$ cat src/rtl/mrc_pkg.sv
// Shared types for the mixed-radix index converter.
// No dependencies; imported by mrc_entry and mixed_radix_index_converter.
package mrc_pkg;

   typedef enum logic [1:0] {
      MODE_FLATTEN = 2'd0,
      MODE_UNRAVEL = 2'd1,
      MODE_STEP    = 2'd2,
      MODE_NONE    = 2'd3
   } mode_type;

   // Status worked out on entry to the pipeline
   typedef struct packed {
      logic range_err;  // some digit 1..last at or above its radix
      logic wrap;       // odometer carried out of digit 0
   } check_type;

endpackage

$ cat src/rtl/mrc_entry.sv
// Entry checks: odometer carry chain and digit range test.
// Depends on mrc_pkg.
module mrc_entry #(
   parameter int DIGITS      = 6,
   parameter int DIGIT_WIDTH = 8
) (
   input  logic [DIGITS-1:0][DIGIT_WIDTH-1:0] digit,
   input  logic [DIGITS-1:0][DIGIT_WIDTH:0]   radix,
   output logic [DIGITS-1:0]                  carry,
   output mrc_pkg::check_type                 chk
);
   import mrc_pkg::*;

   logic [DIGITS-1:0] over;
   logic [DIGITS-1:0] bad;

   always_comb begin
      for (int i = 0; i < DIGITS; i++) begin
         over[i] = ({1'b0, digit[i]} + 1'b1) >= radix[i];
         bad[i]  = (i != 0) && ({1'b0, digit[i]} >= radix[i]);
      end
      // carry into digit i: every less significant digit turned over
      carry[DIGITS-1] = 1'b1;
      for (int i = DIGITS - 2; i >= 0; i--) begin
         carry[i] = carry[i+1] & over[i+1];
      end
      chk.wrap      = carry[0] & over[0];
      chk.range_err = |bad;
   end

endmodule

$ cat config.mk
export PLATFORM = sky130hd
export DESIGN_NAME = mrc_entry
export DESIGN_NICKNAME = d
export VERILOG_FILES = /design/src/rtl/mrc_pkg.sv /design/src/rtl/mrc_entry.sv
export SDC_FILE = /design/constraint.sdc
export NUM_CORES = 1
export LEC_CHECK = 0
export BUFFER_PORTS_ARGS = -buffer_cell sky130_fd_sc_hd__clkbuf_2
export CAP_MARGIN = 20
export CORE_ASPECT_RATIO = 1.2
export CORE_MARGIN = 1
export CORE_UTILIZATION = 48
export DETAILED_ROUTE_END_ITERATION = 8
export PLACE_DENSITY = 0.79
export SLEW_MARGIN = 20
export SYNTH_ARGS = -nofsm -noshare
export SYNTH_HDL_FRONTEND = slang
export SYNTH_SLANG_ARGS = --single-unit
export TNS_END_PERCENT = 50
$ cat constraint.sdc
create_clock -name vclk -period 4.7
set_clock_uncertainty 0.15 [all_clocks]
set_input_delay 0.47 -clock vclk [all_inputs]
set_output_delay 0.47 -clock vclk [all_outputs]
set_load 0.05 [all_outputs]
# After elaboration in Yosys (flattened, before gate mapping)
# Index checks and enable logic that the tools add are counted.
word_totals:
  n_memories: 0
  latch_bits: 0
  mem_bits_rw: 0
  out_inout_bits: 8
  register_bits: 0
  in_bits: 102
  mem_bits_ro: 0
op_classes:
  n_lt_le_gt_ge: 11
  reduce_logical: 1
  shift: 0
  eq_ne: 0
  multipliers: 0
  add_sub_neg: 6
  mux: 0
  n_div: 0
  n_bitwise: 5
op_table:
  columns: ["op", "n"]
  rows:
  - ["$add A8 B1 Y9 const B", 6]
  - ["$ge A9 B9 Y1", 6]
  - ["$ge A8 B9 Y1", 5]
  - ["$and A1 B1 Y1", 5]
  - ["$reduce_or A5 Y1", 1]

# Logic depth before layout (Yosys ltp)
logic_depth:
  ltp_word: 7
  depth_mapped: 11

# Least setup slack after synthesis
# OpenSTA, ideal clock, no wires.
synth_path:
  kind: "input-to-output"
  startpoint: "in digit[44] (netlist name)"
  endpoint: "out chk[0] (netlist name)"
  path_stages: 10
  required_time_ns: 4.080
  path_slack_ns: 1.046
  n_path_buf: 0
  t_arrival_ns: 3.034
  cell_sequence: "and3_1 -> nand3_1 -> or2_2 -> xnor2_1 -> ha_1 -> o21a_1 -> o21a_1 -> o22ai_2 -> nor4b_4 -> and3_1"
synth_lines:
  columns: ["element", "line", "rtl"]
  rows:
  - ["from (decl)", "mrc_entry.sv:7", "input logic [DIGITS-1:0][DIGIT_WIDTH-1:0] digit,"]
  - ["to (decl)", "mrc_entry.sv:10", "output mrc_pkg::check_type chk"]

==> reports/qor.txt <==
OUTCOME
---------------------------------------------------------------------------------
Result of the run                                                       completed

CRITICAL PATH
---------------------------------------------------------------------------------
Highest-delay cell along the critical path                           sky130_fd_sc_hd__a31oi_2
Launching element type of the critical path                          primary input
Startpoint-to-endpoint class of the critical path                    primary input to primary output
Data arrival time of the worst path                                       2.81 ns
Largest fanout on the critical path                                             5
Required time reported for the critical path endpoint                     4.08 ns
List of cells traversed by the critical path                         clkbuf_2 > ha_1 > nand3_1 > nor2_1 > xor2_1 > ha_1 > a21o_1 > a21oi_1 > o211ai_2 > a31oi_2 > nor4b_4 > and3_1 > clkbuf_2
Maximum single-stage delay on the critical path                           0.29 ns
Setup crit end kind                                                  primary output

YOSYS
---------------------------------------------------------------------------------
Portion of synthesized cell area occupied by the leading cell type         44.05%
Count of yosys warnings during synthesis                                        0
Mux cell area share after synthesis                                            0%
Simple-gate share of the synthesized area                                  19.16%
Library cell occupying the most area in the post-synthesis netlist   sky130_fd_sc_hd__ha_1
Compound-Gate Fraction of Synth Area                                       17.75%
Synth cell types                                                               40
Largest family of logic cells by synthesized area                     adder cells
Mean Syn Cell Area                                                      7.676 µm²
Xor and xnor fraction of the mapped netlist area                           11.10%
Post-synthesis adder-cell area fraction                                    44.05%
Syn nets                                                                      572
Total standard cell area after synthesis                             0.002840 mm²
Area contributors post-synth                                         sky130_fd_sc_hd__ha_1, sky130_fd_sc_hd__inv_1, sky130_fd_sc_hd__xnor2_1
Sequential element share of the synthesized area                               0%
Cell count after synthesis                                                    370

ROUTE
---------------------------------------------------------------------------------
Final routed wirelength across all metal layers                           6619 µm
Post-detailed-route via-to-cell ratio                                       5.281
Number of design rule violations left after detail routing                      0
TritonRoute pass-1 iters                                                        4
Routed vias                                                                  2947
First DRT Iteration DRCs                                                       83
WL/cell                                                                  11.86 µm
Number of nets with antenna violations after detailed routing                   0

TIMING
---------------------------------------------------------------------------------
Final period util                                                          72.99%
Time the final worst path needs with I/O delays and setup                3.430 ns
Hold violation count in the final report                                        0
Unrepaired setup endpoints after global routing                             false
Minimum hold slack                                                       1.404 ns
Maximum clock frequency                                                 291.5 MHz
Post-Route Setup TNS                                                         0 ns
Worst-case setup margin in the final layout                              1.270 ns
Final setup violation count                                                     0
Final count of pins violating max slew                                          0

GLOBAL ROUTING
---------------------------------------------------------------------------------
Largest net degree at the start of global routing                               6
Total Routing Usage GR                                                     20.89%
Met1 demand-to-capacity share in global routing                            24.25%
Vias in the first global route                                               2797
First-pass GRT wire length                                               11030 µm
Number of antenna violations at the first check in global routing               0
Grt ovf                                                                         0
Most Crowded Layer GR                                                        met2
Met2 track demand over resource                                            41.55%
Met3 capacity usage during global routing                                  1.163%

PLACED DESIGN
---------------------------------------------------------------------------------
Detailed placer's ending HPWL                                             6140 µm
Post-Place Cell Area                                                 0.003478 mm²
Setup slack after placement                                              1.266 ns
Routability cong.                                                          0.8379
Count of input and output buffers                                             109

CELLS AND AREA
---------------------------------------------------------------------------------
Cell area after layout                                               0.003478 mm²
Leading cell type in the layout, fill and taps excluded              sky130_fd_sc_hd__clkbuf_2
Synth-to-layout area growth                                                22.47%
Layout clock buffers                                                            0
Sequential standard cell area                                               0 µm²
Commonest cells after routing, fill and taps aside                   sky130_fd_sc_hd__clkbuf_2, sky130_fd_sc_hd__ha_1, sky130_fd_sc_hd__inv_1
Number of sequential storage elements                                           0
Final-stage net count                                                         682
Fraction of final layout cells sized beyond drive strength 1               25.31%
Diodes inserted                                                                 0
Filler cell count                                                             538
Area occupied by multi-input gates                                   0.002619 mm²

FLOORPLANNING
---------------------------------------------------------------------------------
Total Die Area                                                       0.006230 mm²
Core outline area                                                    0.005668 mm²
Die width                                                                72.22 µm
Starting density of the core                                               50.11%
Io pins                                                                       110
Vertical die dimension                                                   86.27 µm
Std-Cell Rows                                                                  30

POWER
---------------------------------------------------------------------------------
Power density cells                                                  84.74 mW/mm²
Relative contribution of sequential cells to total power                       0%
Static leakage                                                           2.071 nW
Combinational Power Share                                                  100.0%
Clock group share of total power                                               0%
Internal power of the cells                                             0.1373 mW
VDD IR-drop max                                                      0.00004470 V
NetSw                                                                   0.1574 mW
Switch share                                                               53.41%

CLOCKING
---------------------------------------------------------------------------------
Buffer count from post-CTS setup fixing                                         0
Hold buffer count at CTS                                                        0
Number of instances resized during post-cts repair                              0

MIN PATH
---------------------------------------------------------------------------------
Hold/Removal Path Class                                              primary input to primary output

FLOW RUN
---------------------------------------------------------------------------------
Max-cap violations                                                              0

==> stage by stage <==
stage / power, mW / std cells / utilization [%]
6_report: 0.2947 / 558 / 61.37
5_1_grt: 0.3381 / 558 / 61.37
4_1_cts: 0.2965 / 558 / 61.37
3_5_place_dp: 0.2940 / 558 / 61.37
3_3_place_gp: 0.2853 / 558 / 61.37
2_1_floorplan: 0.1883 / 370 / -
==> logic make-up after synthesis <==
| group | count (synthesis) |
|---|---|
| AOI/OAI and AO/OA | 74 |
| and+or+nand+nor | 101 |
| buffers and inverters | 58 |
| xor gates and xnor gates | 36 |
| adders and majority gates | 100 |
| other | 1 |
==> final timing paths <==
check                  from     end  slack, ns  depth (start not counted)
setup / recovery  digit[32]  chk[0]       1.27                         13
hold / removal    radix[35]  chk[1]       1.40                          5
==> power by group through the flow <==
stage	clock, mW	sequential [mW]	combinational (mW)
final	0	0	0.295
after detailed placement	0	0	0.294
after global placement	0	0	0.285
after global routing	0	0	0.338
after floorplan	0	0	0.188
after CTS	0	0	0.296
==> metal layers <==
layer,share of wire (%),vias to the layer above
met2,52,66
met1,44,1335
met4,0.77,0
met5,0,-
met3,3.2,4
li1,-,1542
==> final cells by class <==
class / instances / area share [%]
multi-input cells: 312 / 75.29
repair buffers: 109 / 15.68
inverters: 57 / 6.151
well taps: 80 / 2.878
==> cells in the mapped netlist, drive strengths merged, types with 7 or more instances <==
library cell  number
inv               57
nand2             25
nor2               7
a21oi             21
xor2              12
o21ai             11
a21o               9
and3              13
xnor2             24
nand3             24
ha               100
==> critical path: cells and delay by family <==
family / cells / cell delay (ns)
adders and majority gates: 2 / 0.45
buffers and inverters: 2 / 0.36
and+or+nand+nor: 4 / 0.60
AOI/OAI and AO/OA: 4 / 0.78
xor gates and xnor gates: 1 / 0.17
No activity file was read; power rests on OpenSTA's default activity.
